**config.mk**
```make
export PLATFORM = sky130hd
export DESIGN_NAME = distance_vector_route_table
export DESIGN_NICKNAME = d
export VERILOG_FILES = /design/src/hw/rtl/dvrt_pkg.sv /design/src/hw/rtl/distance_vector_route_table.sv
export SDC_FILE = /design/constraint.sdc
export NUM_CORES = 1
export LEC_CHECK = 0
export ABC_AREA = 1
export BUFFER_PORTS_ARGS = -buffer_cell sky130_fd_sc_hd__buf_4
export CAP_MARGIN = 15
export CORE_AREA = 2 2 275 277
export CTS_CLUSTER_DIAMETER = 100
export DETAILED_ROUTE_END_ITERATION = 8
export DIE_AREA = 0 0 277 279
export PLACE_DENSITY_LB_ADDON = 0.3
export SLEW_MARGIN = 20
export SYNTH_ARGS = -nofsm -noshare
export SYNTH_HDL_FRONTEND = slang
export SYNTH_SLANG_ARGS = --single-unit
export TNS_END_PERCENT = 5
```
**constraint.sdc**
```tcl
create_clock -name clk -period 9 [get_ports clk]
set_input_delay 1.35 -clock clk [delete_from_list [all_inputs] [get_ports clk]]
set_output_delay 1.35 -clock clk [all_outputs]
set_load 0.01 [all_outputs]
```
**src/hw/rtl/dvrt_pkg.sv**
```systemverilog
// Types, sizes and codes of the distance-vector route table.
package dvrt_pkg;

    localparam int TABLE_ENTRIES = 16;
    localparam int NUM_PORTS     = 4;
    localparam int MAX_RESULTS   = 64;

    localparam int ID_W     = 8;
    localparam int COST_W   = 16;
    localparam int PORT_W   = 2;
    localparam int KIND_W   = 2;
    localparam int STATUS_W = 3;

    localparam int TBL_IDX_W  = $clog2(TABLE_ENTRIES);
    localparam int TBL_CNT_W  = $clog2(TABLE_ENTRIES + 1);
    localparam int PORT_IDX_W = (NUM_PORTS > 1) ? $clog2(NUM_PORTS) : 1;
    localparam int PORT_CNT_W = $clog2(NUM_PORTS + 1);
    localparam int PORT_EXT_W = (PORT_IDX_W > PORT_W) ? PORT_IDX_W : PORT_W;
    localparam int RES_CNT_W  = $clog2(MAX_RESULTS + 1);
    localparam int PROD_W     = TBL_CNT_W + PORT_CNT_W;
    localparam int CMP_W      = (PROD_W > RES_CNT_W) ? PROD_W : RES_CNT_W;

    localparam logic [COST_W-1:0] COST_MAX = '1;

    localparam logic [KIND_W-1:0] KIND_ADVERT = 2'd0;
    localparam logic [KIND_W-1:0] KIND_LINK   = 2'd1;
    localparam logic [KIND_W-1:0] KIND_TICK   = 2'd2;
    localparam logic [KIND_W-1:0] KIND_BIND   = 2'd3;

    localparam logic [STATUS_W-1:0] STAT_OK      = 3'd0;
    localparam logic [STATUS_W-1:0] STAT_SELF    = 3'd1;
    localparam logic [STATUS_W-1:0] STAT_UNKNOWN = 3'd2;
    localparam logic [STATUS_W-1:0] STAT_FULL    = 3'd3;
    localparam logic [STATUS_W-1:0] STAT_NO_GAIN = 3'd4;

    typedef struct packed {
        logic [ID_W-1:0]       dest;
        logic [COST_W-1:0]     cost;
        logic [PORT_IDX_W-1:0] nport;
    } entry_t;

    typedef enum logic [2:0] {
        S_IDLE,
        S_SEARCH,
        S_DECIDE,
        S_BC_START,
        S_BC_READ,
        S_BC_EMIT,
        S_STATUS
    } state_t;

endpackage

```
**src/hw/rtl/distance_vector_route_table.sv**
```systemverilog
// Distance-vector route table: search, update and broadcast over one table memory.
//
//  channel   direction  handshake               payload
//  cfg       in         cfg_wr_en               cfg_wr_data (self_id)
//  msg       in         msg_valid / msg_stall   kind, port, dest_id, cost_in
//  res       out        res_valid / res_stall   is_advert, out_port, out_dest,
//                                               out_cost, status, last
//
// One message at a time. Every table lookup sweeps the memory once.
// A broadcast walks up to NUM_PORTS * TABLE_ENTRIES slots, port by port, and stops
// after the last advertisement; the table has a single read port, so each slot is
// read before its advertisement is sent, and the next slot waits for that send.
// Reset clears the state and the valid-entry count at once; there is no clearing pass.
// msg_stall stays high from acceptance until the final beat is loaded into the output
// register; a stalled output holds the walk.
module distance_vector_route_table (
    input  logic                           clk,
    input  logic                           rst_n,
    input  logic                           cfg_wr_en,
    input  logic [dvrt_pkg::ID_W-1:0]      cfg_wr_data,
    input  logic                           msg_valid,
    output logic                           msg_stall,
    input  logic [dvrt_pkg::KIND_W-1:0]    kind,
    input  logic [dvrt_pkg::PORT_W-1:0]    port,
    input  logic [dvrt_pkg::ID_W-1:0]      dest_id,
    input  logic [dvrt_pkg::COST_W-1:0]    cost_in,
    output logic                           res_valid,
    input  logic                           res_stall,
    output logic                           is_advert,
    output logic [dvrt_pkg::PORT_W-1:0]    out_port,
    output logic [dvrt_pkg::ID_W-1:0]      out_dest,
    output logic [dvrt_pkg::COST_W-1:0]    out_cost,
    output logic [dvrt_pkg::STATUS_W-1:0]  status,
    output logic                           last
);

    localparam int TBL_IDX_W  = dvrt_pkg::TBL_IDX_W;
    localparam int TBL_CNT_W  = dvrt_pkg::TBL_CNT_W;
    localparam int PORT_IDX_W = dvrt_pkg::PORT_IDX_W;
    localparam int PORT_CNT_W = dvrt_pkg::PORT_CNT_W;
    localparam int PORT_EXT_W = dvrt_pkg::PORT_EXT_W;
    localparam int RES_CNT_W  = dvrt_pkg::RES_CNT_W;
    localparam int CMP_W      = dvrt_pkg::CMP_W;
    localparam int ID_W       = dvrt_pkg::ID_W;
    localparam int COST_W     = dvrt_pkg::COST_W;

    // Table memory and its read data
    dvrt_pkg::entry_t tbl_mem [dvrt_pkg::TABLE_ENTRIES];
    dvrt_pkg::entry_t rd_data_reg;

    dvrt_pkg::state_t state_reg, state_next;

    logic [ID_W-1:0]       self_id_reg;
    logic                  port_bound_reg [dvrt_pkg::NUM_PORTS];
    logic [ID_W-1:0]       port_nbr_reg   [dvrt_pkg::NUM_PORTS];
    logic [PORT_CNT_W-1:0] bound_cnt_reg;
    logic [TBL_CNT_W-1:0]  valid_cnt_reg;

    logic [dvrt_pkg::KIND_W-1:0] req_kind_reg;
    logic [PORT_IDX_W-1:0]       req_port_reg;
    logic [ID_W-1:0]             req_dest_reg;
    logic [COST_W-1:0]           req_cost_reg;
    logic [ID_W-1:0]             nbr_id_reg;
    logic [PORT_IDX_W-1:0]       link_port_reg;

    logic [TBL_CNT_W-1:0] srch_cnt_reg;
    logic                 hit_a_reg, hit_b_reg;
    logic [TBL_IDX_W-1:0] idx_a_reg;
    logic [COST_W-1:0]    cost_a_reg, cost_b_reg;

    logic [dvrt_pkg::STATUS_W-1:0] status_reg;

    logic [PORT_CNT_W-1:0] bc_port_reg;
    logic [TBL_CNT_W-1:0]  bc_ent_reg;
    logic [RES_CNT_W-1:0]  bc_total_reg, bc_sent_reg;

    logic                          res_valid_reg;
    logic                          is_advert_reg;
    logic [dvrt_pkg::PORT_W-1:0]   out_port_reg;
    logic [ID_W-1:0]               out_dest_reg;
    logic [COST_W-1:0]             out_cost_reg;
    logic [dvrt_pkg::STATUS_W-1:0] status_out_reg;
    logic                          last_reg;

    // Message decode
    logic [PORT_EXT_W-1:0] port_ext;
    logic [PORT_IDX_W-1:0] port_sel;
    logic                  port_ok;
    logic                  rem_hit;
    logic [PORT_IDX_W-1:0] rem_port;
    dvrt_pkg::state_t      idle_next;
    logic [dvrt_pkg::STATUS_W-1:0] idle_status;
    logic                  idle_bind;
    logic                  msg_acc;

    // Search and decision
    logic [TBL_CNT_W-1:0]  prev_idx;
    logic                  prev_valid;
    logic                  match_a, match_b;
    logic                  srch_done;
    logic [COST_W:0]       cost_sum;
    logic [COST_W-1:0]     cost_sat;
    logic                  tbl_full;
    dvrt_pkg::state_t      dec_next;
    logic [dvrt_pkg::STATUS_W-1:0] dec_status;
    logic                  dec_wr;
    logic [TBL_IDX_W-1:0]  dec_wr_addr;
    dvrt_pkg::entry_t      dec_wr_data;
    logic                  dec_insert;

    // Broadcast walk
    logic [CMP_W-1:0]      bc_prod;
    logic [RES_CNT_W-1:0]  bc_total_now;
    logic                  bc_hit;
    logic                  bc_last;
    logic                  bc_step;
    logic                  out_free;
    logic                  load_advert;
    logic                  load_status;

    // Memory ports
    logic                  mem_rd_en;
    logic [TBL_IDX_W-1:0]  mem_rd_addr;
    logic                  mem_wr_en;
    logic [TBL_IDX_W-1:0]  mem_wr_addr;
    dvrt_pkg::entry_t      mem_wr_data;

    assign port_ext = PORT_EXT_W'(port);
    assign port_sel = port_ext[PORT_IDX_W-1:0];
    assign port_ok  = ({1'b0, port_ext} < (PORT_EXT_W + 1)'(dvrt_pkg::NUM_PORTS));
    assign msg_acc  = msg_valid && (state_reg == dvrt_pkg::S_IDLE);
    assign out_free = !res_valid_reg || !res_stall;

    // Highest bound port whose neighbor matches the message
    always_comb
    begin
        rem_hit  = 1'b0;
        rem_port = '0;
        for (int p = 0; p < dvrt_pkg::NUM_PORTS; p++)
        begin
            if (port_bound_reg[p] && (port_nbr_reg[p] == dest_id))
            begin
                rem_hit  = 1'b1;
                rem_port = PORT_IDX_W'(p);
            end
        end
    end

    always_comb
    begin
        idle_next   = dvrt_pkg::S_IDLE;
        idle_status = dvrt_pkg::STAT_OK;
        idle_bind   = 1'b0;
        if (msg_valid)
        begin
            case (kind)
                dvrt_pkg::KIND_TICK:
                begin
                    idle_next = dvrt_pkg::S_BC_START;
                end
                dvrt_pkg::KIND_ADVERT:
                begin
                    if (dest_id == self_id_reg)
                    begin
                        idle_next   = dvrt_pkg::S_STATUS;
                        idle_status = dvrt_pkg::STAT_SELF;
                    end
                    else if (!port_ok || !port_bound_reg[port_sel])
                    begin
                        idle_next   = dvrt_pkg::S_STATUS;
                        idle_status = dvrt_pkg::STAT_UNKNOWN;
                    end
                    else
                    begin
                        idle_next = dvrt_pkg::S_SEARCH;
                    end
                end
                dvrt_pkg::KIND_LINK:
                begin
                    if (dest_id == self_id_reg)
                    begin
                        idle_next   = dvrt_pkg::S_STATUS;
                        idle_status = dvrt_pkg::STAT_SELF;
                    end
                    else if (!rem_hit)
                    begin
                        idle_next   = dvrt_pkg::S_STATUS;
                        idle_status = dvrt_pkg::STAT_UNKNOWN;
                    end
                    else
                    begin
                        idle_next = dvrt_pkg::S_SEARCH;
                    end
                end
                default:
                begin
                    if (dest_id == self_id_reg)
                    begin
                        idle_next   = dvrt_pkg::S_STATUS;
                        idle_status = dvrt_pkg::STAT_SELF;
                    end
                    else if (!port_ok)
                    begin
                        idle_next   = dvrt_pkg::S_STATUS;
                        idle_status = dvrt_pkg::STAT_UNKNOWN;
                    end
                    else
                    begin
                        idle_next = dvrt_pkg::S_SEARCH;
                        idle_bind = 1'b1;
                    end
                end
            endcase
        end
    end

    // Read data of a sweep step belongs to the slot issued in the previous cycle
    assign prev_idx   = srch_cnt_reg - TBL_CNT_W'(1);
    assign prev_valid = (state_reg == dvrt_pkg::S_SEARCH) && (srch_cnt_reg != '0)
                        && (prev_idx < valid_cnt_reg);
    assign match_a    = prev_valid && !hit_a_reg && (rd_data_reg.dest == req_dest_reg);
    assign match_b    = prev_valid && !hit_b_reg && (rd_data_reg.dest == nbr_id_reg);
    assign srch_done  = (srch_cnt_reg == TBL_CNT_W'(dvrt_pkg::TABLE_ENTRIES));

    assign cost_sum = {1'b0, req_cost_reg} + {1'b0, cost_b_reg};
    assign cost_sat = cost_sum[COST_W] ? dvrt_pkg::COST_MAX : cost_sum[COST_W-1:0];
    assign tbl_full = (valid_cnt_reg == TBL_CNT_W'(dvrt_pkg::TABLE_ENTRIES));

    always_comb
    begin
        dec_next    = dvrt_pkg::S_STATUS;
        dec_status  = dvrt_pkg::STAT_OK;
        dec_wr      = 1'b0;
        dec_wr_addr = idx_a_reg;
        dec_insert  = 1'b0;
        dec_wr_data = '{dest: req_dest_reg, cost: req_cost_reg, nport: req_port_reg};
        case (req_kind_reg)
            dvrt_pkg::KIND_ADVERT:
            begin
                dec_wr_data.cost = cost_sat;
                if (!hit_b_reg)
                begin
                    dec_status = dvrt_pkg::STAT_UNKNOWN;
                end
                else if (hit_a_reg)
                begin
                    if (cost_sat < cost_a_reg)
                    begin
                        dec_wr   = 1'b1;
                        dec_next = dvrt_pkg::S_BC_START;
                    end
                    else
                    begin
                        dec_status = dvrt_pkg::STAT_NO_GAIN;
                    end
                end
                else if (tbl_full)
                begin
                    dec_status = dvrt_pkg::STAT_FULL;
                end
                else
                begin
                    dec_wr      = 1'b1;
                    dec_insert  = 1'b1;
                    dec_wr_addr = valid_cnt_reg[TBL_IDX_W-1:0];
                end
            end
            dvrt_pkg::KIND_LINK:
            begin
                dec_wr_data.nport = link_port_reg;
                if (!hit_a_reg)
                begin
                    dec_status = dvrt_pkg::STAT_UNKNOWN;
                end
                else
                begin
                    dec_wr   = 1'b1;
                    dec_next = dvrt_pkg::S_BC_START;
                end
            end
            default:
            begin
                if (hit_a_reg)
                begin
                    dec_wr = 1'b1;
                end
                else if (tbl_full)
                begin
                    dec_status = dvrt_pkg::STAT_FULL;
                end
                else
                begin
                    dec_wr      = 1'b1;
                    dec_insert  = 1'b1;
                    dec_wr_addr = valid_cnt_reg[TBL_IDX_W-1:0];
                end
            end
        endcase
    end

    // Walk length: every valid entry on every bound port, capped
    assign bc_prod = CMP_W'(bound_cnt_reg) * CMP_W'(valid_cnt_reg);
    assign bc_total_now = (bc_prod > CMP_W'(dvrt_pkg::MAX_RESULTS))
                          ? RES_CNT_W'(dvrt_pkg::MAX_RESULTS) : RES_CNT_W'(bc_prod);
    assign bc_hit  = port_bound_reg[bc_port_reg[PORT_IDX_W-1:0]]
                     && (bc_ent_reg < valid_cnt_reg);
    assign bc_last = (bc_sent_reg == (bc_total_reg - RES_CNT_W'(1)));

    always_comb
    begin
        state_next = state_reg;
        case (state_reg)
            dvrt_pkg::S_IDLE:     state_next = idle_next;
            dvrt_pkg::S_SEARCH:
            begin
                if (srch_done)
                begin
                    state_next = dvrt_pkg::S_DECIDE;
                end
            end
            dvrt_pkg::S_DECIDE:   state_next = dec_next;
            dvrt_pkg::S_BC_START:
            begin
                state_next = (bc_total_now == '0) ? dvrt_pkg::S_STATUS : dvrt_pkg::S_BC_READ;
            end
            dvrt_pkg::S_BC_READ:
            begin
                if (bc_hit)
                begin
                    state_next = dvrt_pkg::S_BC_EMIT;
                end
            end
            dvrt_pkg::S_BC_EMIT:
            begin
                if (out_free)
                begin
                    state_next = bc_last ? dvrt_pkg::S_IDLE : dvrt_pkg::S_BC_READ;
                end
            end
            dvrt_pkg::S_STATUS:
            begin
                if (out_free)
                begin
                    state_next = dvrt_pkg::S_IDLE;
                end
            end
            default:              state_next = dvrt_pkg::S_IDLE;
        endcase
    end

    always_comb
    begin
        msg_stall   = 1'b1;
        mem_rd_en   = 1'b0;
        mem_rd_addr = srch_cnt_reg[TBL_IDX_W-1:0];
        mem_wr_en   = 1'b0;
        mem_wr_addr = dec_wr_addr;
        mem_wr_data = dec_wr_data;
        bc_step     = 1'b0;
        load_advert = 1'b0;
        load_status = 1'b0;
        case (state_reg)
            dvrt_pkg::S_IDLE:
            begin
                msg_stall = 1'b0;
            end
            dvrt_pkg::S_SEARCH:
            begin
                mem_rd_en = !srch_done;
            end
            dvrt_pkg::S_DECIDE:
            begin
                mem_wr_en = dec_wr;
            end
            dvrt_pkg::S_BC_READ:
            begin
                mem_rd_en   = bc_hit;
                mem_rd_addr = bc_ent_reg[TBL_IDX_W-1:0];
                bc_step     = !bc_hit;
            end
            dvrt_pkg::S_BC_EMIT:
            begin
                load_advert = out_free;
                bc_step     = out_free;
            end
            dvrt_pkg::S_STATUS:
            begin
                load_status = out_free;
            end
            default:
            begin
                msg_stall = 1'b1;
            end
        endcase
    end

    always_ff @(posedge clk or negedge rst_n)
    begin
        if (!rst_n)
        begin
            state_reg     <= dvrt_pkg::S_IDLE;
            self_id_reg   <= '0;
            for (int p = 0; p < dvrt_pkg::NUM_PORTS; p++)
            begin
                port_bound_reg[p] <= 1'b0;
            end
            bound_cnt_reg <= '0;
            valid_cnt_reg <= '0;
            srch_cnt_reg  <= '0;
            hit_a_reg     <= 1'b0;
            hit_b_reg     <= 1'b0;
            bc_port_reg   <= '0;
            bc_ent_reg    <= '0;
            bc_total_reg  <= '0;
            bc_sent_reg   <= '0;
            res_valid_reg <= 1'b0;
        end
        else
        begin
            state_reg <= state_next;
            if (cfg_wr_en)
            begin
                self_id_reg <= cfg_wr_data;
            end
            if (msg_acc)
            begin
                srch_cnt_reg <= '0;
                hit_a_reg    <= 1'b0;
                hit_b_reg    <= 1'b0;
                if (idle_bind)
                begin
                    port_bound_reg[port_sel] <= 1'b1;
                    if (!port_bound_reg[port_sel])
                    begin
                        bound_cnt_reg <= bound_cnt_reg + PORT_CNT_W'(1);
                    end
                end
            end
            if ((state_reg == dvrt_pkg::S_SEARCH) && !srch_done)
            begin
                srch_cnt_reg <= srch_cnt_reg + TBL_CNT_W'(1);
            end
            if (match_a)
            begin
                hit_a_reg <= 1'b1;
            end
            if (match_b)
            begin
                hit_b_reg <= 1'b1;
            end
            if ((state_reg == dvrt_pkg::S_DECIDE) && dec_insert)
            begin
                valid_cnt_reg <= valid_cnt_reg + TBL_CNT_W'(1);
            end
            if (state_reg == dvrt_pkg::S_BC_START)
            begin
                bc_total_reg <= bc_total_now;
                bc_port_reg  <= '0;
                bc_ent_reg   <= '0;
                bc_sent_reg  <= '0;
            end
            if (bc_step)
            begin
                if (bc_ent_reg == TBL_CNT_W'(dvrt_pkg::TABLE_ENTRIES - 1))
                begin
                    bc_ent_reg  <= '0;
                    bc_port_reg <= bc_port_reg + PORT_CNT_W'(1);
                end
                else
                begin
                    bc_ent_reg <= bc_ent_reg + TBL_CNT_W'(1);
                end
            end
            if (load_advert)
            begin
                bc_sent_reg <= bc_sent_reg + RES_CNT_W'(1);
            end
            if (load_advert || load_status)
            begin
                res_valid_reg <= 1'b1;
            end
            else if (!res_stall)
            begin
                res_valid_reg <= 1'b0;
            end
        end
    end

    // Payload registers
    always_ff @(posedge clk)
    begin
        if (msg_acc)
        begin
            req_kind_reg  <= kind;
            req_port_reg  <= port_sel;
            req_dest_reg  <= dest_id;
            req_cost_reg  <= cost_in;
            nbr_id_reg    <= port_nbr_reg[port_sel];
            link_port_reg <= rem_port;
            status_reg    <= idle_status;
            if (idle_bind)
            begin
                port_nbr_reg[port_sel] <= dest_id;
            end
        end
        if (match_a)
        begin
            idx_a_reg  <= prev_idx[TBL_IDX_W-1:0];
            cost_a_reg <= rd_data_reg.cost;
        end
        if (match_b)
        begin
            cost_b_reg <= rd_data_reg.cost;
        end
        if (state_reg == dvrt_pkg::S_DECIDE)
        begin
            status_reg <= dec_status;
        end
        if (state_reg == dvrt_pkg::S_BC_START)
        begin
            status_reg <= dvrt_pkg::STAT_OK;
        end
        if (load_advert)
        begin
            is_advert_reg  <= 1'b1;
            out_port_reg   <= dvrt_pkg::PORT_W'(bc_port_reg);
            out_dest_reg   <= rd_data_reg.dest;
            out_cost_reg   <= rd_data_reg.cost;
            status_out_reg <= dvrt_pkg::STAT_OK;
            last_reg       <= bc_last;
        end
        else if (load_status)
        begin
            is_advert_reg  <= 1'b0;
            out_port_reg   <= '0;
            out_dest_reg   <= '0;
            out_cost_reg   <= '0;
            status_out_reg <= status_reg;
            last_reg       <= 1'b1;
        end
    end

    // Writes and reads never target the same cycle: the sequencer keeps them apart
    always_ff @(posedge clk)
    begin
        if (mem_wr_en)
        begin
            tbl_mem[mem_wr_addr] <= mem_wr_data;
        end
        if (mem_rd_en)
        begin
            rd_data_reg <= tbl_mem[mem_rd_addr];
        end
    end

    assign res_valid = res_valid_reg;
    assign is_advert = is_advert_reg;
    assign out_port  = out_port_reg;
    assign out_dest  = out_dest_reg;
    assign out_cost  = out_cost_reg;
    assign status    = status_out_reg;
    assign last      = last_reg;

endmodule

```
# --- After elaboration in Yosys (flattened, before gate mapping) ---
# Memories as Yosys holds them, arrays and structs flattened. A register that Yosys moved wholly into a read port is not among the register bits.
# Cells that the tools add are included.
totals:
  regBits: 153
  mem_bits_rw: 448
  in_bits: 41
  n_memories: 2
mem_list:
  columns: ["name", "words", "word_bits", "rd", "rd_clocked_by_memory_dff", "wr", "line_no", "rtl"]
  rows:
  - ["tbl_mem", 16, 26, 1, 1, 1, "distance_vector_route_table.sv:48", "dvrt_pkg::entry_t tbl_mem [dvrt_pkg::TABLE_ENTRIES];"]
  - ["port_nbr_reg", 4, 8, 5, 1, 1, "distance_vector_route_table.sv:55", "logic [ID_W-1:0] port_nbr_reg [dvrt_pkg::NUM_PORTS];"]
classes:
  addsub: 9
  n_mul: 1
  n_lt_le_gt_ge: 7
  eq_ne: 25
  muxes: 105
  bitwise_logic: 4
  n_reduce_logical: 40
ops:
  columns: ["op", "n"]
  rows:
  - ["$mux W3", 24]
  - ["$mux W16", 4]
  - ["$eq A8 B8 Y1", 7]
  - ["$mux W1", 39]
  - ["$mux W5", 5]
  - ["$mux W2", 11]
  - ["$mux W7", 3]
  - ["$pmux W3 S7", 1]
  - ["$add A16 B16 Y17", 1]
  - ["$lt A16 B16 Y1", 1]
  - ["$mux W4", 4]
  - ["$mux W8", 2]
  - ["$add A5 B1 Y5 const B", 3]
  - ["$logic_and A1 B1 Y1", 15]
  - ["$reduce_bool A2 Y1", 7]
  - ["$pmux W3 S2", 2]
  - ["$eq A5 B5 Y1 const B", 2]
  - ["$lt A5 B5 Y1", 2]
  - ["$eq A3 B3 Y1 const B", 3]
  - ["$pmux W3 S3", 1]
  - ["$gt A8 B7 Y1 const B", 1]
  - ["$mul A3 B5 Y8", 1]
  - ["$ne A2 B2 Y1 const B", 4]
  - ["$pmux W1 S2", 4]
  - ["other kinds (31)", 44]

# --- Logic depth before layout (Yosys ltp) ---
# Gate-level depths: netlist of run 1.
# An unclocked memory read counts as a cell.
depth:
  depth_word: 13
  mapped_depth: 24

# --- Least setup slack after synthesis of run 1 ---
# Ideal clock, no wire load.
synth_path:
  path_type: "register to register"
  startpoint: "register req_cost_reg[0]"
  endpoint: "memory tbl_mem[12][10] (netlist name), enable pin"
  setup_time_ns: 0.435
  arrival_ns: 4.685
  t_required_ns: 8.565
  slack_ns: 3.880
  path_stages_with_launch: 22
  n_path_buf: 2
  synth_period_minus_slack_ns: 5.120
  path_cell_list: "edfxtp_1 -> ha_1 -> fa_1 -> nand2_1 -> nand3_1 -> nand3_1 -> nand2_2 -> nand2_2 -> nand2_1 -> clkbuf_1 -> a21oi_1 -> o21ai_0 -> ha_1 -> a21oi_1 -> nor2_1 -> a211oi_1 -> o221a_2 -> nand2_1 -> nand3_2 -> nand2_4 -> buf_6 -> nor3_1"
synth_via:
  elab_chain_cells: 10
synth_rtl:
  columns: ["item", "line_no", "rtl"]
  rows:
  - ["start, declared", "distance_vector_route_table.sv:62", "logic [COST_W-1:0] req_cost_reg;"]
  - ["start signal, assigned", "distance_vector_route_table.sv:497", "req_cost_reg <= cost_in;"]
  - ["$add A16 B16 Y17", "distance_vector_route_table.sv:225", "assign cost_sum = {1'b0, req_cost_reg} + {1'b0, cost_b_reg};"]
  - ["$mux W16", "distance_vector_route_table.sv:226", "assign cost_sat = cost_sum[COST_W] ? dvrt_pkg::COST_MAX : cost_sum[COST_W-1:0];"]
  - ["$lt A16 B16 Y1", "distance_vector_route_table.sv:247", "if (cost_sat < cost_a_reg)"]
  - ["$mux W1", "distance_vector_route_table.sv:247", null]
  - ["$mux W1", "distance_vector_route_table.sv:245", "else if (hit_a_reg)"]
  - ["$mux W1", "distance_vector_route_table.sv:241", "if (!hit_b_reg)"]
  - ["$pmux W1 S2", "distance_vector_route_table.sv:237", "case (req_kind_reg)"]
  - ["$mux W1", "distance_vector_route_table.sv:362", "case (state_reg)"]
  - ["$mux W1", "distance_vector_route_table.sv:546", "if (mem_wr_en)"]
  - ["$mux W1 (implied by the code)", "distance_vector_route_table.sv:548", "tbl_mem[mem_wr_addr] <= mem_wr_data;"]
  - ["end, declared", "distance_vector_route_table.sv:48", null]
# Every way passes these cells.

# --- Final worst setup path of run 1 ---
layout_path:
  startpoint: "register req_cost_reg[0]"
  endpoint: "memory tbl_mem[0][20] (netlist name), enable pin"
# The elaborated chain is that of the path after synthesis.

==> results of run 1 <==
[critical path: cells and delay by family, from the launching register on]
family	cells	cell delay, ps
AND/OR/NAND/NOR	11	2000
adder cells (fa/ha/maj)	3	960
AO/OA/AOI/OAI	5	960
buffers and inverters	1	480
flip-flops	1	400
[cells by family (layout without fill, tap and decap cells)]
logic type / Yosys count / count (layout) / synth area share
and+or+nand+nor: 665 / 665 / 0.1070
DFF: 596 / 596 / 0.6828
AOI/OAI and AO/OA: 481 / 481 / 0.1157
buffers and inverters: 272 / 394 / 0.04406
adders and majority gates: 60 / 60 / 0.03064
xor gates and xnor gates: 53 / 53 / 0.01804
muxes: 4 / 4 / 0.001751
[layer usage]
metal  GRT usage  up-vias  routed length (um)
met1      0.2243     8514               28590
met4     0.05936        0                2059
met2      0.2879      522               32110
met3     0.02745      111                3818
li1            -     7857                   -
met5           0        -                   0
[worst max path at each step]
stage / startpoint / end / slack (ps) / cells past startpoint
5_1_grt: req_cost_reg[0]$_DFFE_PP_ / tbl_mem[0][24]$_DFFE_PP_ / 3540 / 21
3_3_place_gp: req_cost_reg[0]$_DFFE_PP_ / tbl_mem[5][11]$_DFFE_PP_ / 3990 / 20
4_1_cts: req_cost_reg[0]$_DFFE_PP_ / tbl_mem[5][12]$_DFFE_PP_ / 3830 / 20
3_5_place_dp: req_cost_reg[0]$_DFFE_PP_ / tbl_mem[5][11]$_DFFE_PP_ / 3890 / 20
2_1_floorplan: req_cost_reg[0]$_DFFE_PP_ / tbl_mem[12][10]$_DFFE_PP_ / 3880 / 21
6_report: req_cost_reg[0]$_DFFE_PP_ / tbl_mem[0][20]$_DFFE_PP_ / 3830 / 20
[report_power, final]
group / internal, uW / switching, uW / leakage [uW]
Clock: 1440 / 1050 / 0.000930
Combinational: 677 / 1680 / 0.00406
Sequential: 3460 / 199 / 0.00560
Total: 5580 / 2920 / 0.0106
[cell type report]
| class | count | area, um^2 | share of cell area |
|---|---|---|---|
| flip-flops and latches | 596 | 17570 | 0.5983 |
| well taps | 969 | 1212 | 0.04130 |
| inverters | 177 | 669.4 | 0.02280 |
| clock inverters | 31 | 376.6 | 0.01283 |
| multi-input cells | 1263 | 7149 | 0.2435 |
| repair buffers | 109 | 830.8 | 0.02830 |
| clock buffers | 77 | 1554 | 0.05293 |
[through the flow]
step                hold WS (ps)  cells
floorplan                  429.1   2131
global placement           453.3   3114
detailed placement         460.5   3114
CTS                        469.6   3222
global route               483.1   3222
finish                     460.2   3222
[cells in the final DEF (no fill, tap or decap), drive strengths merged, types with 3 or more instances in the layout]
cell / instances
a211oi: 3
a21oi: 51
a221oi: 4
a22oi: 11
a31oi: 9
buf: 109
bufinv: 8
clkbuf: 77
clkinv: 18
clkinvlp: 3
dfrtp: 52
dfxtp: 7
edfxtp: 537
fa: 5
ha: 55
inv: 179
mux2: 4
nand2: 248
nand3: 67
nand4: 17
nor2: 287
nor3: 29
nor4: 4
o2111ai: 3
o211ai: 29
o21a: 5
o21ai: 232
o221ai: 72
o22ai: 47
o32ai: 4
or2: 9
xnor2: 28
xor2: 25
==> results.txt, run 1 <==
* Capturing element type of the critical path: flop
- Layout net count: 2307
* Largest net degree at the start of global routing: 194
* Number of cells traversed by the worst register-to-register path: 20
* Total congestion overflow: 0
* Number of filler cells placed in the layout: 6944
- Reg2Reg Launch Point: req_cost_reg[0]$_DFFE_PP_
* 1st-iter DRT viols: 1516
- Number of flip-flops in the largest register: 384
* Maximum fanout count along the critical path: 17
* GRT Util Overall: 0.1709
- The run finished with clean final reports.
- The core region is 74070 um^2.
- Dividing the detail-routed via count by the number of cells gives 5.277.
* Final count of pins violating max slew: 0
* Final count of negative-setup-slack endpoints: 0
* Commonest cells post-synth: 537 x sky130_fd_sc_hd__edfxtp_1, 283 x sky130_fd_sc_hd__nor2_1, 243 x sky130_fd_sc_hd__nand2_1
- Last weighted congestion value of the routability-driven placer: 0.8475
- Utilization of the core after routing: 0.3964
- Of the post-synthesis cell area, the dominant cell type holds 0.6268.
- Ys flop type: sky130_fd_sc_hd__edfxtp_1
- For this design the top-level I/O count stands at 74.
- Instance area after placement: 27430 um^2
- Synthesis produced a netlist with a net count of 2232.
- The area growth from synthesis to layout is 14.12%.
- IR drop worst, VDD: 0.2845 mV
- In the synthesized netlist the async set-or-reset flop fraction comes to 0.08725.
- Vias after detailed routing: 17000
* Required time worst endpoint: 9280 ps
- For this run, the number of Yosys warnings is 0.
* Final Worst Setup Slack: 3828 ps
- Layout Cell Area excl Fill: 29360 um^2
- Antenna diodes: 0
* Clock insertion delay at the later pin of the skew report: 630 ps
* Highest Clock Rate: 0.1934 GHz
- Number of design rule violations left after detail routing: 0
- Yosys instantiated no cell more often than sky130_fd_sc_hd__edfxtp_1.
* EDFF count, synth: 537
- Sink Count: 596
- Series of cell instances along the critical path: ha_1 -> fa_1 -> nand2_1 -> nand3_1 -> nand3_1 -> nand2_2 -> nand2_2 -> nand2_1 -> a21oi_1 -> o21ai_0 -> ha_1 -> a21oi_1 -> nor2_1 -> a211oi_1 -> o221a_2 -> nand2_1 -> nand3_2 -> nand2_4 -> nor3_2 -> buf_4
- Relative max-transition margin: 0.2705
- After legalization and detailed placement, the total HPWL measured 39370 um.
- Worst Setup Path Type: reg -> reg
- Syn avg cell area: 12.07 um^2
* Worst R2R Setup Slack: 3830 ps
- WL per Instance: 20.66 um
* Cells after synthesis: 2131
* Post-synthesis cell type with the largest combined area: sky130_fd_sc_hd__edfxtp_1
- The worst hold path begins at is_advert$_SDFFE_PP1P_.
- Summed over all failing endpoints, the final setup total negative slack is 0 ps.
- The netlist uses 55 different library cells.
- Total power for the finished layout comes to 8506 uW.
- Vias in the first global route: 17050
* Floorplan die area: 77280 um^2
- Input and output buffers added on the ports amount to 73.
* Number of standard-cell rows in the floorplan: 100
- Cells on Worst Hold Path: 2
- The largest single stage delay on the critical path is 730 ps.
- Synthesized flop and latch total: 596
* Wire length after detailed routing: 66580 um
- Share of post-route cells with drive strength above 1: 0.1105
- Cell repeated most along the worst path: sky130_fd_sc_hd__nand2_1
- End of the worst register-to-register path: tbl_mem[0][20]$_DFFE_PP_
- Pleak: 0.01059 uW
* Category of the worst setup path launch point: flop
- In this run the horizontal extent of the chip is 277 um.
* Post-Syn Area: 25730 um^2
- The hold violation total from the final report is 0.
- Number of maximum-capacitance constraint violations: 0
- Period utilization: 0.5746
* Pwr Density: 289.7 nW/um^2
* Initial cell density of the core: 0.3473
* Post-cts resize count: 0
- Main area contributors after synthesis: sky130_fd_sc_hd__edfxtp_1 63%, sky130_fd_sc_hd__dfrtp_1 5.1%, sky130_fd_sc_hd__nor2_1 4.1%
- Clock Tree Buf Depth: 3
* Root Driver: sky130_fd_sc_hd__clkbuf_16
* Number of antenna violations at the first check in global routing: 0
- At the worst endpoint, the arrival time is 5460 ps.
- Post-CTS clock slew at the launch and capture registers of the worst setup and hold paths: 60 ps
- TritonCTS created 59 clock buffers.
- Minimum clock period: 5172 ps
- CTS built an H-tree with a depth of 2.
- The slowest stage of the critical path is the sky130_fd_sc_hd__nor3_2 cell.
* Pin slew with the least headroom to its limit: 1094 ps
* Portion of the post-synthesis area used by sequential elements: 0.6828
- # hold bufs at CTS: 0
- Setup repair after global routing left no endpoint under its margin.
* Worst Skew: 16.84 ps
- The first TritonRoute pass finished after 6 iterations.
- The first global-routing pass estimated 101800 um of wire.
- In this run the worst hold path is classified as reg -> reg.
- Vertical die dimension: 279 um
* Total setup buffers inserted after CTS: 0
- TritonCTS built the clock tree.
- Antenna violation net count after detailed routing: 0
- Timing analysis after detailed placement gives a worst setup slack of 3894 ps.
* Worst min-delay path endpoint: is_advert$_SDFFE_PP1P_
No activity file was read; power rests on OpenSTA's default activity.
==> inputs of run 2 (changes only) <==
- ABC_AREA: 1 -> 0
- CORE_AREA: 2 2 275 277 -> 2 2 274 276
- DIE_AREA: 0 0 277 279 -> 0 0 276 278
- clock period: 9 -> 4.7 ns (I/O delays scaled with it)
==> run 2 against run 1 <==
  * The flow now finishes with violations (design-rule violations)
  * Via count shrank 17%
  * Final cell count shrank 16%
  * First-iteration DRC count shrank 27%
==> results.txt, run 2 <==
* Outcome: finished with violations
- Violations in the final reports: design-rule violations
- Number of standard-cell rows in the floorplan: 100 (unchanged)
- Number of design rule violations left after detail routing: 4 (+4)
- Setup repair after global routing could not meet its margin everywhere.
* Core Footprint: 73820 um^2 (-0.34%)
- The cell count after synthesis is 1547 (-27%).
- The cell area power density came to 348.7 nW/um^2 (+20%).
* Pin slew with the least headroom to its limit: 954.8 ps (-139.5 ps)
- The per-cell routed wire length is 22.37 um (+8.3%).
- The die outline width came to 276 um (-0.36%).
* CP bufs+invs: 3 (+2)
* End of the worst register-to-register path: tbl_mem[15][17]$_DFFE_PP_
* Main area contributors after synthesis: sky130_fd_sc_hd__edfxtp_1 63%, sky130_fd_sc_hd__mux4_2 8.2%, sky130_fd_sc_hd__dfrtp_1 5.1%
- Post-synth top area share: 0.6313 (+0.004544)
- The worst setup slack for register-to-register paths came to 180 ps (-3640 ps).
* Pleak: 0.01023 uW (-3.4%)
- Required time worst endpoint: 5000 ps (-4280 ps)
* Tightest hold margin: 153.4 ps (-306.8 ps)
- The number of placed cells counting well taps came to 2594 (-17%).
* Combined area of the multi-input logic cells: 7694 um^2 (+7.6%)
- Traced cell by cell, the critical path runs through ha_1 -> a21o_1 -> nand4_1 -> a21oi_2 -> o41ai_2 -> buf_4 -> o21ai_0 -> xnor2_1 -> nand2_1 -> ha_1 -> a21o_1 -> a21o_1 -> a221o_1 -> o211ai_1 -> buf_4 -> nand3_1 -> nor2_2 -> buf_4.
* Wire length of the first global-routing pass: 91090 um (-11%)
- The post-synth design cell area came to 25540 um^2 (-0.72%).
- The share of the clock period used by the worst path came to 0.9609 (+0.3862).
- Portion of the post-synthesis area used by sequential elements: 0.6878 (+0.004950)
* Ys flop type: sky130_fd_sc_hd__edfxtp_1
- # hold bufs at CTS: 0 (unchanged)
- Largest delay contributor family on the critical path: compound AO/OA/AOI/OAI gates
- The setup-violating endpoint count in the final report was 0 (unchanged).
- Critical-path top delay cell: sky130_fd_sc_hd__edfxtp_1
- Largest net degree at the start of global routing: 72 (-63%)
- IR drop worst, VDD: 0.2651 mV (-6.8%)
- Maximum level of the CTS H-tree: 2 (unchanged)
- The deepest clock path buffer count is 3 (unchanged).
- The total of fill cells in the finished design was 6678 (-3.8%).
- The logic depth of the worst register-to-register path was 18 (-10%).
* Unique cell type count in the Yosys netlist: 68 (+24%)
- The number of port buffers is 73 (unchanged).
* Total congestion overflow: 0 (unchanged)
- Worst setup startpoint: req_cost_reg[1]$_DFFE_PP_
- The library cell used most frequently in the layout, excluding fill and tap cells, is sky130_fd_sc_hd__edfxtp_1.
- The total number of clock tree sinks was 596 (unchanged).
* Synthesized flop and latch total: 596 (unchanged)
- The mean cell area of the mapped netlist is 16.51 um^2 (+37%).
- Highest Clock Rate: 0.2214 GHz (+15%)
- Yosys warning total: 0 (unchanged)
- Slowest cell delay on critical path: 430 ps (-300 ps)
- The final RePlAce weighted congestion is 0.8513 (+0.45%).
- Wire length after detailed routing: 60570 um (-9.0%)
- The post-synth net total came to 1648 (-26%).
* Commonest cells post-synth: 537 x sky130_fd_sc_hd__edfxtp_1, 125 x sky130_fd_sc_hd__nand2_1, 93 x sky130_fd_sc_hd__mux4_2
- The number of nets in the finished design came to 1791 (-22%).
* Initial cell density of the core: 0.3460 (-0.001331)
- Share of post-route cells with drive strength above 1: 0.2209 (+0.1104)
- Total clock buffers created by CTS: 59 (unchanged)
* Number of maximum-capacitance constraint violations: 0 (unchanged)
- In the post-synthesis netlist, the cell with the most instances is sky130_fd_sc_hd__edfxtp_1.
- The number of vias per cell after detailed routing was 5.189 (-1.7%).
- The data arrival time of the worst path came to 4820 ps (-640 ps).
- The overall fraction of global-route tracks in use was 0.1567 (-0.01418).
- Tot Pwr: 10400 uW (+22%)
* Vias after detailed routing: 14050 (-17%)
- The total area of sequential cells was 17570 um^2 (unchanged).
- Final Hold Fails: 0 (unchanged)
- The register clock-pin slew on the reported worst setup and hold paths was 60 ps (about the same).
- The critical path is of the reg -> reg type.
* Post-synthesis async set-or-reset flop share: 0.08725 (unchanged)
- STA classifies the critical path startpoint as a flop.
* Minimum clock period: 4516 ps (-655.7 ps)
* Relative max-transition margin: 0.3615 (+0.09098)
* Maximum fanout count along the critical path: 14 (-3)
* Type of the worst min-delay path: in -> async
* Final count of pins violating max slew: 0 (unchanged)
- sky130_fd_sc_hd__edfxtp_1 takes more of the synthesized area than any other cell.
- Floorplan die area: 76730 um^2 (-0.72%)
* Clock insertion delay at the later pin of the skew report: 620 ps (about the same)
- TritonCTS clock tree: built
- Area Growth Syn to Fin: 16.82%
* Antenna violation net count after detailed routing: 0 (unchanged)
- Vertical die dimension: 278 um (-0.36%)
- Vias in the first global route: 14430 (-15%)
* Capturing element type of the critical path: flop
* Most frequent cells in the layout: 537 x sky130_fd_sc_hd__edfxtp_1, 127 x sky130_fd_sc_hd__buf_4, 125 x sky130_fd_sc_hd__nand2_1, 93 x sky130_fd_sc_hd__mux4_2, 60 x sky130_fd_sc_hd__clkbuf_16
- TritonRoute pass-1 iters: 7 (+1)
- The tree is rooted in a sky130_fd_sc_hd__clkbuf_16.
* Worst Skew: 22.46 ps (+5.622 ps)
- Post-detail-place hpwl: 39500 um (+0.35%)
- EDFF count, synth: 537 (unchanged)
* Number of antenna violations at the first check in global routing: 0 (unchanged)
- Reg2Reg Launch Point: req_cost_reg[1]$_DFFE_PP_
* Number of flip-flops in the largest register: 384 (unchanged)
- The count of non-filler cells in the finished layout is 2708 (-16%).
* IO Pins: 74 (unchanged)
- 1st-iter DRT viols: 1107 (-27%)
==> run 2: cell types whose count changed after synthesis, moves of 44 or more <==
cell                       previous run  this run
sky130_fd_sc_hd__o221ai_1            72         0
sky130_fd_sc_hd__o21ai_0            191        40
sky130_fd_sc_hd__and2_1               1        58
sky130_fd_sc_hd__o22ai_1             47         2
sky130_fd_sc_hd__nand3_1             66        22
sky130_fd_sc_hd__mux4_2               0        93
sky130_fd_sc_hd__nor2_1             283        55
sky130_fd_sc_hd__nand2_1            243       125
sky130_fd_sc_hd__inv_1              172        46
==> run 2: how the worst max path moves through the flow <==
stage,to,slack [ps],cells past startpoint
2_1_floorplan,tbl_mem[12][10]$_DFFE_PP_,-280,15
3_3_place_gp,tbl_mem[8][16]$_DFFE_PP_,-70,17
3_5_place_dp,tbl_mem[1][10]$_DFFE_PP_,-170,16
4_1_cts,tbl_mem[2][21]$_DFFE_PP_,6,17
5_1_grt,tbl_mem[15][13]$_DFFE_PP_,-40,18
6_report,tbl_mem[15][17]$_DFFE_PP_,180,18
==> run 2: worst register-to-register path, delay by kind of cell (launching register included) <==
kind | cells | cell delay, ps
AOI/OAI and AO/OA | 8 | 1670
and+or+nand+nor | 4 | 650
buffers and inverters | 3 | 630
adders and majority gates | 2 | 610
DFF | 1 | 430
xor gates and xnor gates | 1 | 200
==> run 2: final cells by class <==
cell class | count | area share
Inverter | 46 | 0.005787
Clock buffer | 80 | 0.05283
Antenna cell | 1 | 0.00008386
Multi-Input combinational cell | 840 | 0.2578
Timing Repair Buffer | 147 | 0.04449
Clock inverter | 29 | 0.009602
Sequential cell | 596 | 0.5887
Tap cell | 969 | 0.04063
==> run 2: metal layers <==
metal | vias up | routed length (um) | GRT usage
met5 | - | 0 | 0
met4 | 0 | 1318 | 0.04638
met3 | 83 | 2796 | 0.02325
met2 | 349 | 29380 | 0.2587
met1 | 7302 | 27080 | 0.2156
li1 | 6317 | - | -
==> run 2: cell families (layout without fill, tap and decap cells) <==
kind of cell    count (synthesis)  count (layout)  share of synthesized area
flops                         596             596                     0.6878
simple gates                  352             353                    0.06775
compound gates                200             200                    0.05256
mux                           135             135                     0.1077
buf+inv                       112             302                    0.02180
xor+xnor                       92              92                    0.03155
fa+ha+maj                      60              60                    0.03086
other cells                     0               1                          0
==> run 2: repair_timing <==
item	4_1_cts	5_1_grt
gates cloned	1	0
buffers inserted	1	2
gates resized for setup	4	16
setup endpoints to repair	384	384
pin swaps	1	3
==> run 2: per-stage QoR <==
step / util / setup TNS [ps] / worst slack (ps) / instance area, um^2
2_1_floorplan: - / -63320 / -283.4 / 25600
3_3_place_gp: 0.3770 / -9794 / -73.04 / 27830
3_5_place_dp: 0.3770 / -26220 / -168.3 / 27830
4_1_cts: 0.4026 / 0 / 6.443 / 29720
5_1_grt: 0.4042 / -994.9 / -41.77 / 29840
6_report: 0.4042 / 0 / 183.9 / 29840
==> run 2: report_power, final <==
part,switching [uW],leakage [uW],total (uW),internal (uW)
logic,52.0,0.00385,98.3,46.2
registers,4.60,0.00548,5710,5710
clock network,1970,0.000895,4590,2620
==> inputs of run 3 (changes only) <==
- CORE_AREA: 2 2 274 276 -> 2 2 217 219
- DIE_AREA: 0 0 276 278 -> 0 0 219 221
- SLEW_MARGIN: 20 -> 25
==> run 3 against run 2 <==
  * The flow now finishes without violations
  * Final cell count shrank 13%
  * Setup slack worse by 100 ps
  * Die area is 37% lower
  * First-iteration DRC count grew 42%
  * Total power grew 4.4%
  * Highest routed layer unchanged
==> results.txt, run 3 (same netlist as run 2, synthesis figures left out) <==
- Outcome: finished clean
- The worst voltage drop across the vdd grid is 0.2688 mV (+1.4%).
* Global-route layer with the greatest usage: met2
- Leaving out fill and tap cells, the most frequent cell in the layout is sky130_fd_sc_hd__edfxtp_1.
* Most frequent cells in the layout: 537 x sky130_fd_sc_hd__edfxtp_1, 127 x sky130_fd_sc_hd__buf_4, 125 x sky130_fd_sc_hd__nand2_1, 93 x sky130_fd_sc_hd__mux4_2, 63 x sky130_fd_sc_hd__clkbuf_16
* Antenna diodes: 0 (-1)
- Worst Setup Path Type: reg -> reg
* Number of antenna violations at the first check in global routing: 0 (unchanged)
- The initial cell density of the core is 0.5545 (+0.2085).
- CTS placed an instance of sky130_fd_sc_hd__clkbuf_16 at the clock tree root.
- The H-tree depth is 2 (unchanged).
* Period utilization: 0.9827 (+0.02182)
- Clock Tree Buf Depth: 3 (unchanged)
* Slowest cell delay on critical path: 420 ps (about the same)
* Clock insertion delay at the later pin of the skew report: 630 ps (about the same)
* Critical-path top delay cell: sky130_fd_sc_hd__fa_1
- The slew at the pin closest to its max-slew limit came to 978.4 ps (+23.67 ps).
- 1st-iter DRT viols: 1573 (+42%)
- The placed wire-length estimate was 37530 um (-5.0%).
- The internal power of the cells is 8820 uW (+5.3%).
- The final RePlAce weighted congestion was 0.8803 (+3.4%).
- Chip width: 219 um (-21%)
* # hold bufs at CTS: 0 (unchanged)
* Share of post-route cells with drive strength above 1: 0.2328 (+0.01185)
* Core Footprint: 46060 um^2 (-38%)
* Number of design rule violations left after detail routing: 0 (-4)
* Avg Vias per Cell: 6.121 (+18%)
- Summed negative setup slack over all endpoints: 0 ps (unchanged)
* Gate power share: 0.009 (about the same)
- The number of nets in the finished design is 1796 (+0.28%).
* Number of standard-cell rows in the floorplan: 79 (-21%)
* Required time worst endpoint: 5040 ps (+40 ps)
- Sink Count: 596 (unchanged)
- The per-cell routed wire length came to 24.51 um (+9.6%).
* GRT Util Overall: 0.2380 (+0.08124)
- Pleak: 0.01040 uW (+1.6%)
* Number of flip-flops in the largest register: 384 (unchanged)
* Antenna violation net count after detailed routing: 0 (unchanged)
- Largest delay contributor family on the critical path: compound AO/OA/AOI/OAI gates
* Relative max-transition margin: 0.3477 (-0.01376)
- TritonCTS clock tree: built
- The hold violation total from the final report came to 0 (unchanged).
- The proportion of total power due to net switching came to 0.1877 (-0.007335).
* Category of the worst setup path launch point: flop
* Maximum fanout count along the critical path: 12 (-2)
* Total clock buffers created by CTS: 58 (-1.7%)
- Clock share of power: 0.465 (+0.024)
- TritonRoute pass-1 iters: 5 (-2)
* Highest Clock Rate: 0.2165 GHz (-2.2%)
* Minimum clock period: 4619 ps (+102.6 ps)
- Number of maximum-capacitance constraint violations: 0 (unchanged)
- The met1 global-route usage came to 0.3607 (+0.1451).
- Sequential power share: 0.526 (-0.023)
- Met3 usage in global routing: 0.03698 (+0.01372)
- Arrival time at the worst endpoint: 4950 ps (+130 ps)
- Post-CTS clock slew at the launch and capture registers of the worst setup and hold paths: 60 ps (about the same)
- The setup-violating endpoint count in the final report came to 0 (unchanged).
- Area Growth Syn to Fin: 16.53%
* NetSw: 2039 uW (+0.44%)
- Utilization of the core after routing: 0.6462 (+0.2420)
* Largest net degree at the start of global routing: 53 (-26%)
* Wire length after detailed routing: 57620 um (-4.9%)
* Final count of pins violating max slew: 0 (unchanged)
- Capturing element type of the critical path: flop
* Buffers on Ports: 73 (unchanged)
- Pwr Density: 364.8 nW/um^2 (+4.6%)
- Wire length of the first global-routing pass: 86940 um (-4.6%)
- Traced cell by cell, the critical path runs through ha_1 -> fa_1 -> a211oi_2 -> o21ai_2 -> a21oi_2 -> buf_4 -> o21ai_0 -> xnor2_1 -> nand2_1 -> ha_1 -> and4_1 -> a221o_1 -> o211ai_1 -> buf_4 -> nand3_4 -> nor2_4 -> clkbuf_16.
- The min-delay analysis places its worst path in the category in -> async.
- The buffering stage count on the worst path with inverters included was 3 (unchanged).
* Vias after detailed routing: 14390 (+2.4%)
* Vertical die dimension: 221 um (-21%)
* Worst Skew: 16.96 ps (-5.502 ps)
- The total die area came to 48400 um^2 (-37%).
- Total congestion overflow: 0 (unchanged)
* Vias in the first global route: 14470 (+0.31%)
- Met2 Use GR: 0.3629 (+0.1042)
- The number of placed I/O pins came to 74 (unchanged).
==> run 3: changes by cell type in the layout (fill, tap and decap cells not counted), moves of 4 or more <==
cell | previous run | this run
sky130_fd_sc_hd__a31oi_1 | 29 | 33
sky130_fd_sc_hd__clkbuf_1 | 20 | 13
sky130_fd_sc_hd__clkinv_2 | 6 | 12
sky130_fd_sc_hd__bufinv_16 | 5 | 13
sky130_fd_sc_hd__clkinv_1 | 14 | 9
==> run 3: per-stage QoR <==
| step | setup WS (ps) | cells | total power, uW | hold slack (ps) | cell area, um^2 |
|---|---|---|---|---|---|
| floorplan | -283.4 | 1547 | 5870 | 409.4 | 25600 |
| global placement | -97.03 | 2229 | 5921 | 463.4 | 27360 |
| detailed placement | -233.1 | 2231 | 5924 | 469.5 | 27400 |
| CTS | 11.13 | 2342 | 10910 | 140.4 | 29500 |
| global route | -46.79 | 2351 | 11110 | 192.1 | 29760 |
| finish | 81.30 | 2351 | 10860 | 136.6 | 29760 |
==> run 3: repair_timing <==
| item | CTS | global route |
|---|---|---|
| resized for setup | 2 | 26 |
| cloned | 0 | 3 |
| pin swaps | 3 | 12 |
| buffers inserted | 2 | 6 |
| setup endpoints to repair | 384 | 384 |
==> run 3: metal layers <==
layer | vias up | routed length (um) | part of all wire
met2 | 609 | 27170 | 0.47
met3 | 97 | 4297 | 0.075
met4 | 0 | 1324 | 0.023
li1 | 6308 | - | -
met5 | - | 0 | 0
met1 | 7377 | 24830 | 0.43
==> run 3: power by group through the flow <==
stage          registers (uW)  clock network, uW  logic, uW
3_3_place_gp             5820                  0       95.9
2_1_floorplan            5820                  0       45.4
3_5_place_dp             5830                  0       98.0
6_report                 5710               5050       97.8
4_1_cts                  5710               5100       98.9
5_1_grt                  5710               5290        107
==> run 3: final timing paths <==
check                                         endpoint  cells after the start                 startpoint  slack [ps]
hold reg to reg                cost_b_reg[2]$_DFFE_PP_                      0   rd_data_reg[4]$_DFFE_PP_         470
min in group clk             req_cost_reg[5]$_DFFE_PP_                      1                 cost_in[5]         260
setup reg to reg               tbl_mem[7][6]$_DFFE_PP_                     17  req_cost_reg[0]$_DFFE_PP_          80
hold / removal              self_id_reg[4]$_DFFE_PN0P_                      1                      rst_n         140
setup / recovery               tbl_mem[7][6]$_DFFE_PP_                     17  req_cost_reg[0]$_DFFE_PP_          80
max in group asynchronous  srch_cnt_reg[4]$_DFFE_PN0P_                      1                      rst_n        4060
==> run 3: area by class of cell <==
cell class	instances	area, um^2
repair buffers	154	1485
well taps	607	759.5
flip-flops and latches	596	17570
inverters	46	172.7
clock inverters	35	518.0
fillers	3132	16300
clock buffers	74	1564
multi-input cells	839	7699
==> run 3: worst reg2reg max path, delay by kind of cell, from the launching register on <==
kind	cells	cell delay [ps]
AO/OA/AOI/OAI	6	1490
flip-flops	1	410
XOR/XNOR	1	150
AND/OR/NAND/NOR	4	690
buffers and inverters	3	600
adder cells (fa/ha/maj)	3	980
